## src/hw/rtl/rci_sqrt_cell.sv

```systemverilog
// one result bit of an integer square root, remainder form
`timescale 1ns / 1ps
module rci_sqrt_cell #(
    parameter int BIT = 0,
    parameter int SIDE_W = 1
) (
    input  logic              aclk,
    input  logic              en,
    input  logic [61:0]       rem_i,
    input  logic [30:0]       root_i,
    input  logic [SIDE_W-1:0] side_i,
    output logic [61:0]       rem_o,
    output logic [30:0]       root_o,
    output logic [SIDE_W-1:0] side_o
);
    logic [62:0]       trial;
    logic [62:0]       diff;
    logic              take;
    logic [61:0]       rem_reg;
    logic [30:0]       root_reg;
    logic [SIDE_W-1:0] side_reg;

    // (root + 2^BIT)^2 - root^2
    assign trial = (63'(root_i) << (BIT + 1)) + (63'd1 << (2 * BIT));
    assign diff  = {1'b0, rem_i} - trial;
    assign take  = {1'b0, rem_i} >= trial;

    always_ff @(posedge aclk) begin
        if (en) begin
            rem_reg  <= take ? diff[61:0] : rem_i;
            root_reg <= take ? (root_i | (31'd1 << BIT)) : root_i;
            side_reg <= side_i;
        end
    end

    assign rem_o  = rem_reg;
    assign root_o = root_reg;
    assign side_o = side_reg;

endmodule

```

## config.mk

```make
export PLATFORM = sky130hd
export DESIGN_NAME = rci_sqrt_cell
export DESIGN_NICKNAME = d
export VERILOG_FILES = /design/src/hw/rtl/rci_sqrt_cell.sv
export SDC_FILE = /design/constraint.sdc
export NUM_CORES = 1
export LEC_CHECK = 0
export ABC_AREA = 1
export BUFFER_PORTS_ARGS = -buffer_cell sky130_fd_sc_hd__buf_2
export CORE_MARGIN = 5
export CORE_UTILIZATION = 50
export DETAILED_ROUTE_END_ITERATION = 10
export PLACE_DENSITY = 0.73
export SKIP_LAST_GASP = 1
export SYNTH_ARGS = -nofsm -noshare
export SYNTH_HDL_FRONTEND = slang
export SYNTH_SLANG_ARGS = --single-unit
```

## constraint.sdc

```tcl
create_clock -name aclk -period 2.9 [get_ports aclk]
set_input_delay 0.435 -clock aclk [delete_from_list [all_inputs] [get_ports aclk]]
set_output_delay 0.435 -clock aclk [all_outputs]
set_load 0.01 [all_outputs]
```

==> results.yml <==
placement:
  gp_congestion: 0.986
  dp_hpwl_mm: 19.1
  placed_area_um2: 8720
  numPortBuffers: 189
  pre_cts_ws_ns: 0.232
sta:
  period_share: 0.810
  setup_viol: 0
  rsz0062_at_grt: "false"
  layout_setup_ws_ns: 0.551
  fin_crit_ns: 2.35
  final-hold-violation-count: 0
  tightestPinTransition_ns: 0.630
  relSlewSlack: 0.576
  drv_slew: 0
  whs_ns: 0.260
  fmax_mhz: 426
  setup_tns_ns: 0
setup_path:
  crit_fanout: 18
  start_kind: "primary input"
  crit_chain: "buf_2 > inv_1 > ha_1 > a21oi_1 > nor2_1 > nor2_2 > nand2_1 > inv_2 > nand2_1 > inv_2 > nand2_2 > nand2_2 > nand2_4 > inv_4 > buf_4 > o21ai_0"
  cp.arrival_ns: 2.45
  endpoint_kind: "register"
  crit_type: "in -> reg"
  setup.worst_path.start: "root_i[26]"
  path_buf_inv: 6
  crit_required_ns: 3.00
  cp_slowest_stage_delay_ns: 0.33
  crit_family: "simple AND/OR/NAND/NOR gates"
  cp_slowest_cell: "ha_1"
drt:
  post_drt_wl_per_cell_um: 15.5
  wl_mm: 23.0
  drtIter0Drc: 635
  drcViolationCount: 0
  first_pass_iters: 5
  viasPerCell: 5.01
  via_count: 7398
  final_antenna_net_count: 0
hold_path:
  min_path_type: "in -> reg"
  worstHoldStart: "side_i"
  min_to: "side_o"
  hold_depth: 1
pwr:
  max-vdd-ir-drop_uv: 283
  power_mw: 4.05
  p_per_area_nw_per_um2: 449
  p_leak_nw: 4.57
clock_network:
  cts_max_path_buffers: 2
  ctsHoldBuffers: 0
  cts_root_buffer: "clkbuf_16"
  h-tree-depth: 3
  cts_tree: "yes"
  clkSinkCount: 94
  post_cts_resized: 0
  cts_setup_buffers: 0
  cts_made_buffers: 9
  clk_pin_slew_worst_paths_ns: 0.07
yosys:
  async_flop_share: 0
  synth_seq_area_share: 0.375
  netlist.area_leader.share: 0.375
  yosysTopAreaCell: "edfxtp_1"
  synth_area_per_cell_um2: 6.89
  synth-edff-count: 94
  synth_cell_types: 36
  yosysWarnings: 0
  syn_area_um2: 7520
  synth_nets: 1220
  synth_ff_type: "edfxtp_1"
  synthCells: 1091
  netlist_top_cells_area: "edfxtp_1 38%, nand2_1 20%, inv_1 9.8%"
  synth-seq-cells: 94
status:
  status: "finished, final reports clean"
grt:
  track_usage: 0.256
  antenna_found_initial: 0
  grt_pass1_wl_mm: 35.8
  grt_overflow_total: 0
  grt_pass1_vias: 6931
  grt_max_degree: 95
floorplanning:
  ios: 190
  die_w_um: 133
  rows: 44
  start_util: 0.513
  core_area_um2: 14600
  die_y_um: 133
  die_area_um2: 17600
finish:
  drive_gt1_frac: 0.215
  antenna_cells: 0
  fillers: 1423
  final_common_cell: "nand2_1"
  fin_area_um2: 9020
  most-common-layout-cells: "410 x nand2_1, 196 x inv_1, 188 x buf_2"
  syn2layout_area_growth_pct: 20.0
  final_nets: 1419
job:
  maxCapViolations: 0
[kinds of logic (layout without fill, tap and decap cells)]
kind of cell | count (synthesis) | count (layout) | synth area share
simple gates | 636 | 636 | 0.351
flops | 94 | 94 | 0.375
compound gates | 82 | 82 | 0.0707
buf+inv | 219 | 422 | 0.115
xor+xnor | 27 | 27 | 0.0315
fa+ha+maj | 33 | 33 | 0.0559
[area by class of cell]
| type | instances | area (um^2) | area share |
|---|---|---|---|
| multi-input cells | 778 | 3830 | 0.424 |
| flip-flops and latches | 94 | 2820 | 0.313 |
| repair buffers | 197 | 1050 | 0.116 |
| inverters | 210 | 791 | 0.0876 |
| clock buffers | 11 | 233 | 0.0258 |
| well taps | 184 | 230 | 0.0255 |
| clock inverters | 4 | 72.6 | 0.00804 |
[routing by layer]
metal,vias to the layer above,track usage,part of all wire
met2,297,0.407,0.44
met1,3271,0.353,0.46
met4,0,0.0658,0.015
met5,-,0,0
li1,3798,-,-
met3,32,0.0600,0.086
[per-stage QoR]
| step | cells | util |
|---|---|---|
| floorplan | 1091 | - |
| global placement | 1463 | 0.595 |
| detailed placement | 1463 | 0.595 |
| CTS | 1478 | 0.616 |
| global route | 1478 | 0.616 |
| finish | 1478 | 0.616 |
[registers in the layout, summed over array words and instances, names as in the netlist]
signal,count
rem_o,62
root_o,31
side_o,1
[Yosys cell counts (all sizes together), types with 2 or more instances]
master,count
o21bai,3
o21ai,26
nor3b,2
ha,32
xor2,10
a21oi,51
buf,9
nand3,61
nand2,420
nand3b,5
nor2,113
or2,4
nand4,7
inv,209
xnor2,17
edfxtp,94
and2,2
nor3,20
[where the power goes]
| group | leakage (nW) | internal, mW | switching (mW) | total (mW) |
|---|---|---|---|---|
| Clock | 0.146 | 0.750 | 0.499 | 1.25 |
| Sequential | 0.920 | 1.68 | 0.0338 | 1.71 |
| Combinational | 3.51 | 0.395 | 0.696 | 1.09 |
[how the worst max path moves through the flow]
stage | slack, ns | cells past startpoint | to
6_report | 0.55 | 16 | rem_o[6]
5_1_grt | 0.41 | 16 | rem_o[6]
4_1_cts | 0.58 | 16 | rem_o[6]
3_5_place_dp | 0.23 | 16 | rem_o[6]
3_3_place_gp | 0.25 | 13 | rem_o[26]
2_1_floorplan | 0.63 | 14 | root_o[0]
Power figures use the tool's default switching activity.
