`src/hw/rtl/rci_pkg.sv`:
```
// shared constants, types and helper functions of the ray cylinder intersection
`timescale 1ns / 1ps
package rci_pkg;

    localparam int ANGLE_BITS_DEF = 16;
    localparam logic [30:0] RADIUS_RESET = 31'd65536;
    localparam logic [30:0] Q30_ONE = 31'h4000_0000;
    localparam logic [32:0] HALF_PI_Q32 = 33'd6746518852;

    // horner divisors of the sine and cosine series
    localparam int NS = 6;
    localparam int NC = 7;
    localparam int KS [0:NS-1] = '{156, 110, 72, 42, 20, 6};
    localparam int KC [0:NC-1] = '{182, 132, 90, 56, 30, 12, 2};

    localparam int SQRT_BITS = 31;
    localparam int QUO_BITS = 34;

    // pipeline depth: fold, scale, square, series, sign fix
    localparam int SC_LAT = 3 + 2 * NC + 1;
    // input, sincos, four plane stages, root, three stages, divide, output
    localparam int LAT = 1 + SC_LAT + 4 + SQRT_BITS + 3 + QUO_BITS + 1;

    typedef logic signed [31:0] q16_t;
    typedef logic signed [31:0] q30_t;

    // saturate to the signed 32-bit range
    function automatic q16_t sat32(input logic signed [39:0] v);
        q16_t r;
        if (v > 40'sd2147483647) begin
            r = 32'sh7FFF_FFFF;
        end else if (v < -40'sd2147483648) begin
            r = 32'sh8000_0000;
        end else begin
            r = v[31:0];
        end
        return r;
    endfunction

    // floor(v / 2^30 + 1/2)
    function automatic logic signed [33:0] rnd30(input logic signed [63:0] v);
        logic signed [63:0] a;
        a = (v + 64'sd536870912) >>> 30;
        return a[33:0];
    endfunction

endpackage

```
`src/hw/rtl/rci_div_cell.sv`:
```
// one quotient bit of a restoring unsigned division
`timescale 1ns / 1ps
module rci_div_cell #(
    parameter int BIT = 0,
    parameter int SIDE_W = 1
) (
    input  logic                         aclk,
    input  logic                         en,
    input  logic [63:0]                  rem_i,
    input  logic [30:0]                  dvs_i,
    input  logic [rci_pkg::QUO_BITS-1:0] quo_i,
    input  logic [SIDE_W-1:0]            side_i,
    output logic [63:0]                  rem_o,
    output logic [30:0]                  dvs_o,
    output logic [rci_pkg::QUO_BITS-1:0] quo_o,
    output logic [SIDE_W-1:0]            side_o
);
    import rci_pkg::*;

    logic [64:0]         ds;
    logic [64:0]         diff;
    logic                take;
    logic [63:0]         rem_reg;
    logic [30:0]         dvs_reg;
    logic [QUO_BITS-1:0] quo_reg;
    logic [SIDE_W-1:0]   side_reg;

    assign ds   = 65'(dvs_i) << BIT;
    assign diff = {1'b0, rem_i} - ds;
    assign take = {1'b0, rem_i} >= ds;

    always_ff @(posedge aclk) begin
        if (en) begin
            rem_reg  <= take ? diff[63:0] : rem_i;
            quo_reg  <= take ? (quo_i | (QUO_BITS'(1) << BIT)) : quo_i;
            dvs_reg  <= dvs_i;
            side_reg <= side_i;
        end
    end

    assign rem_o  = rem_reg;
    assign dvs_o  = dvs_reg;
    assign quo_o  = quo_reg;
    assign side_o = side_reg;

endmodule

```
`config.mk`:
```
export PLATFORM = sky130hd
export DESIGN_NAME = rci_div_cell
export DESIGN_NICKNAME = d
export VERILOG_FILES = /design/src/hw/rtl/rci_pkg.sv /design/src/hw/rtl/rci_div_cell.sv
export SDC_FILE = /design/constraint.sdc
export NUM_CORES = 1
export LEC_CHECK = 0
export ABC_CLOCK_PERIOD_IN_PS = 4600
export BUFFER_PORTS_ARGS = -buffer_cell sky130_fd_sc_hd__buf_2
export CORE_MARGIN = 3
export CORE_UTILIZATION = 30
export DETAILED_ROUTE_END_ITERATION = 12
export PLACE_DENSITY = 0.65
export RECOVER_POWER = 50
export SLEW_MARGIN = 25
export SYNTH_ARGS = -nofsm -noshare
export SYNTH_HDL_FRONTEND = slang
export SYNTH_SLANG_ARGS = --single-unit
```
`constraint.sdc`:
```
create_clock -name aclk -period 4.6 [get_ports aclk]
set_clock_uncertainty 0.1 [all_clocks]
set_input_delay 0.92 -clock aclk [delete_from_list [all_inputs] [get_ports aclk]]
set_output_delay 0.92 -clock aclk [all_outputs]
set_load 0.005 [all_outputs]
```
==> results of run 1 <==
[power by group]
part | internal, W | switching, W | leakage [nW]
logic | 0.000245 | 0.000346 | 2.18
clock network | 0.000697 | 0.000568 | 0.257
registers | 0.00145 | 0.0000285 | 1.27
[cell usage after synthesis (10+ instances only)]
cell type / number / area share, %
inv_1: 39 / 2.1
xnor2_1: 23 / 2.8
ha_1: 31 / 5.4
edfxtp_1: 130 / 55
o21ai_0: 56 / 3.9
nor2_1: 37 / 1.9
a21oi_1: 41 / 2.9
buf_2: 10 / 0.70
nor3_1: 22 / 1.5
nor4_1: 11 / 0.97
nand2_1: 76 / 4.0
xor2_1: 37 / 4.5
nand4_1: 11 / 0.97
[layout by cell type, fill, tap and decap left out, types with 9 or more instances in the layout]
master,netlist,layout
clkbuf_16,0,17
nand4_1,11,11
xnor2_1,23,23
nor3_1,22,22
edfxtp_1,130,130
buf_2,10,226
inv_1,39,39
nand2_1,76,76
ha_1,31,31
a21oi_1,41,41
o21ai_0,56,56
nor2_1,37,37
xor2_1,37,37
clkbuf_1,5,35
nand2b_1,9,9
nor4_1,11,11
[through the flow]
stage | power, W | hold WS, ns
5_1_grt | 0.00349 | 0.548
3_5_place_dp | 0.00210 | 0.998
2_1_floorplan | 0.00179 | 0.919
3_3_place_gp | 0.00210 | 0.997
6_report | 0.00333 | 0.572
4_1_cts | 0.00337 | 0.556
[routing by layer]
layer / global-route usage [%] / vias to the layer above / routed length (µm) / share of wire, %
met1: 22.5 / 2805 / 10100 / 45
met2: 26.8 / 240 / 10400 / 46
met5: 0 / - / 46 / 0.20
met4: 5.68 / 6 / 461 / 2.0
li1: - / 2913 / - / -
met3: 4.51 / 30 / 1500 / 6.7
[cell type report]
type | instances | area [µm²]
diodes | 3 | 7.51
clock buffers | 18 | 429
clock inverters | 13 | 105
fillers | 2321 | 13700
inverters | 39 | 146
multi-input cells | 453 | 2930
flip-flops and latches | 130 | 3900
well taps | 313 | 392
repair buffers | 268 | 1330
[final timing paths]
kind / start / cells after the start / slack [ns] / endpoint
max: en / 2 / 0.82 / rem_o[15]
min: quo_i[4] / 1 / 0.57 / quo_o[4]
[sequential cells by signal, indices dropped and copies added (netlist names)]
name,count
dvs_o,31
rem_o,64
side_o,1
quo_o,34
[cell families (layout without fill, tap and decap cells)]
family                     after synthesis  in the layout  share of synthesized area [%]
and+or+nand+nor                        213            213                           15.4
AOI/OAI and AO/OA                      146            146                           12.4
DFF                                    130            130                           54.7
buffers and inverters                   63            338                           4.11
xor gates and xnor gates                60             60                           7.37
adders and majority gates               32             32                           5.72
muxes                                    2              2                          0.316
other                                    0              3                              0
==> results.json, run 1 <==
{
  "fp.dieW_um": 160,
  "portBuffers": 261,
  "cp_slowest_cell": "dlygate4sd2_1",
  "slowest_delay_ns": 2.38,
  "final_util_pct": 40.2,
  "cts_setup_buffers": 0,
  "numCtsBuffers": 17,
  "hp-class": "in2reg",
  "synth_cell_types": 64,
  "drt_iter0_drc": 466,
  "post-place-ws_ns": 0.456,
  "cts_sinks": 130,
  "wirelength_um": 22600,
  "final_cell_area_um2": 9250,
  "synthCells": 646,
  "post-route-min-period_ns": 3.78,
  "yosysSeqAreaShare_pct": 54.7,
  "final_cells": 1237,
  "rsz0062_at_grt": "false",
  "fp-row-count": 55,
  "synthFlopType": "edfxtp_1",
  "place_inst": 1203,
  "drt-wirelength-per-cell_um": 18.2,
  "power_density_nw_per_um2": 361,
  "status": "finished with violations",
  "hpwl_um": 17800,
  "gr-total-overflow": 0,
  "setup_tns_ns": 0,
  "drv_cap": 1,
  "clkTransAtPathRegs_ns": 0.07,
  "tightest_slew_ns": 3.22,
  "clock_path_buffers": 2,
  "dr.pass1.iters": 5,
  "maxSlewHeadroom_pct": -115,
  "start_kind": "primary input",
  "root_buffer": "clkbuf_16",
  "gp_congestion": 0.881,
  "grt_start_max_net_pins": 67,
  "nets": 1073,
  "gr-usage-all-layers_pct": 16.9,
  "post_cts_resized": 0,
  "synth_area_um2": 7130,
  "postSynth.asyncResetShare_pct": 0,
  "syn_nets": 810,
  "synth-edff-count": 130,
  "syn_to_final_growth_pct": 29.7,
  "end_kind": "flop",
  "finalCritPeriodShare_pct": 82.1,
  "drive_gt1_share_pct": 31.1,
  "critPathTopFamily": "buffers and inverters",
  "peakVddDrop_mv": 0.227,
  "synth.yosys.warnings": 0,
  "cts_htree_levels": 4,
  "tritoncts": "built",
  "antenna_left": 0,
  "ios": 262,
  "core-area_um2": 23000,
  "grt_pass1_vias": 5921,
  "start_util_pct": 31.0,
  "violations": "capacitance limit, slew limit",
  "path_cells": "dlygate4sd2_1, buf_12",
  "cp.required_ns": 4.58,
  "max_clock_freq_mhz": 265,
  "dieArea_um2": 25700,
  "slew_violations": 65,
  "setup-violations-final": 0,
  "antenna_found_initial": 5,
  "crit_type": "in2reg",
  "routed-via-count": 5994,
  "postCtsHoldBufs": 0,
  "crit_fanout": 66,
  "synth_seq_cells": 130,
  "vias_per_cell": 4.85,
  "postPlaceCellArea_um2": 8750,
  "syn_area_per_cell_um2": 11.0,
  "path_buf_inv": 2,
  "p_leak_nw": 3.71,
  "grt_pass1_wl_um": 33700,
  "die_h_um": 160,
  "drc_errors": 0,
  "final_hold_viol_count": 0,
  "arrival_ns": 3.76,
  "fin_ws_ns": 0.824
}
Note: power is estimated with default switching activity, not from simulation.
==> run 2, diff against run 1 <==
--- a/config.mk
+++ b/config.mk
@@ -5,7 +5,7 @@
 export SDC_FILE = /design/constraint.sdc
 export NUM_CORES = 1
 export LEC_CHECK = 0
-export ABC_CLOCK_PERIOD_IN_PS = 4600
+export ABC_CLOCK_PERIOD_IN_PS = 3600
 export BUFFER_PORTS_ARGS = -buffer_cell sky130_fd_sc_hd__buf_2
 export CORE_MARGIN = 3
 export CORE_UTILIZATION = 30
==> constraint.sdc (replaced) <==
create_clock -name aclk -period 3.6 [get_ports aclk]
set_clock_uncertainty 0.1 [all_clocks]
set_input_delay 0.72 -clock aclk [delete_from_list [all_inputs] [get_ports aclk]]
set_output_delay 0.72 -clock aclk [all_outputs]
set_load 0.005 [all_outputs]
==> results.json, run 2 (synthesized netlist as in run 1, its figures left out) <==
{
  "numCtsBuffers": 17,
  "clock_path_buffers": 2,
  "drt-wirelength-per-cell_um": 17.8,
  "gr-total-overflow": 0,
  "p_clk_share_pct": 39.7,
  "wirelength_met1_um": 10000,
  "finalCritPeriodShare_pct": 92.2,
  "p_int_w": 0.00329,
  "comb_power_share_pct": 17.9,
  "cts_sinks": 130,
  "syn_to_final_growth_pct": 35.7,
  "sw_frac_of_total_pct": 26.4,
  "clkTransAtPathRegs_ns": 0.06,
  "drive_gt1_share_pct": 35.5,
  "peakVddDrop_mv": 0.243,
  "tightest_slew_ns": 1.64,
  "fp-row-count": 55,
  "layout_common_cells": "buf_2, edfxtp_1, nand2_1",
  "antenna_found_initial": 3,
  "die_h_um": 160,
  "path_cells": "buf_2, inv_1, ha_1, buf_4, o211ai_1, a21oi_1, o211ai_1, a2111oi_0, buf_4, o21ai_0, a21oi_1, a2111oi_2, xor2_1",
  "arrival_ns": 3.37,
  "worstHoldStart": "quo_i[20]",
  "rsz0062_at_grt": "false",
  "slowest_delay_ns": 0.45,
  "grt_pass1_vias": 6238,
  "crit_fanout": 4,
  "post_cts_resized": 0,
  "status": "finished with violations",
  "ios": 262,
  "antenna_left": 0,
  "crit_type": "in2reg",
  "grt_pass1_wl_um": 34700,
  "drv_cap": 1,
  "cts_htree_levels": 4,
  "gr-usage-all-layers_pct": 17.4,
  "dieArea_um2": 25700,
  "max_clock_freq_mhz": 301,
  "seqPwrFrac_pct": 42.3,
  "hp-class": "in2reg",
  "setup-violations-final": 0,
  "wl_met3_um": 1590,
  "post-route-min-period_ns": 3.32,
  "drt_iter0_drc": 474,
  "largest_reg_flops": 64,
  "portBuffers": 261,
  "slew_violations": 63,
  "vias_per_cell": 4.79,
  "wl_met2_um": 10900,
  "cts_setup_buffers": 0,
  "cp.required_ns": 3.65,
  "core-area_um2": 23000,
  "cp_slowest_cell": "a2111oi_0",
  "postCtsHoldBufs": 0,
  "startpoint": "dvs_i[4]",
  "fp.dieW_um": 160,
  "root_buffer": "clkbuf_16",
  "dr.pass1.iters": 5,
  "power_density_nw_per_um2": 462,
  "p_leak_nw": 4.00,
  "wirelength_um": 22900,
  "p_total_w": 0.00448,
  "drc_errors": 0,
  "violations": "capacitance limit, slew limit",
  "hpwl_um": 18400,
  "end_kind": "flop",
  "gp_congestion": 0.872,
  "grt_start_max_net_pins": 63,
  "routed-via-count": 6171,
  "maxSlewHeadroom_pct": -9.49,
  "routed.top_layer": "met5",
  "fill_cells": 2337,
  "final_hold_viol_count": 0,
  "nets": 1125,
  "start_util_pct": 31.0,
  "tritoncts": "built",
  "layout_commonest_cell": "buf_2",
  "post-place-ws_ns": -0.113,
  "fin_ws_ns": 0.280,
  "switchingPower_w": 0.00118,
  "start_kind": "primary input"
}
run 2: layer usage:
layer  vias up  GRT usage, %
met5         -             0
li1       3011             -
met2       246          28.7
met4         2          6.19
met1      2880          22.6
met3        32          3.94
run 2: worst max-delay path, delay by kind of cell:
family                   cells  cell delay, ns
XOR/XNOR                     1            0.16
adder cells (fa/ha/maj)      1            0.30
buffers and inverters        4            0.46
AO/OA/AOI/OAI                7            1.74
run 2: final cells by class:
type | count | area [µm²] | area share [%]
Antenna cell | 2 | 5.00 | 0.0517
Clock buffer | 17 | 425 | 4.40
Clock inverter | 13 | 161 | 1.67
Inverter | 39 | 146 | 1.51
Multi-Input combinational cell | 453 | 2930 | 30.3
Sequential cell | 130 | 3900 | 40.3
Tap cell | 313 | 392 | 4.05
Timing Repair Buffer | 320 | 1710 | 17.7
run 2: final timing paths:
path                   endpoint  slack, ns  cells after the start
worst max-delay path  rem_o[61]       0.28                     13
worst min-delay path  quo_o[20]       0.37                      1
run 2: per-stage QoR:
stage / setup TNS, ns / utilization, % / hold slack, ns / area [µm²] / cells
2_1_floorplan: 0 / - / 0.719 / 7130 / 646
3_3_place_gp: -0.555 / 39.8 / 0.796 / 9140 / 1255
3_5_place_dp: -1.06 / 39.8 / 0.798 / 9140 / 1255
4_1_cts: 0 / 42.3 / 0.351 / 9730 / 1285
5_1_grt: 0 / 42.1 / 0.351 / 9680 / 1287
6_report: 0 / 42.1 / 0.371 / 9680 / 1287
run 2: power by group through the flow:
stage | registers [W] | clock network [W] | logic, W
after floorplan | 0.00194 | 0 | 0.000345
after global placement | 0.00192 | 0 | 0.000805
after detailed placement | 0.00192 | 0 | 0.000813
after CTS | 0.00190 | 0.00182 | 0.000818
after global routing | 0.00191 | 0.00188 | 0.000887
final | 0.00190 | 0.00178 | 0.000801
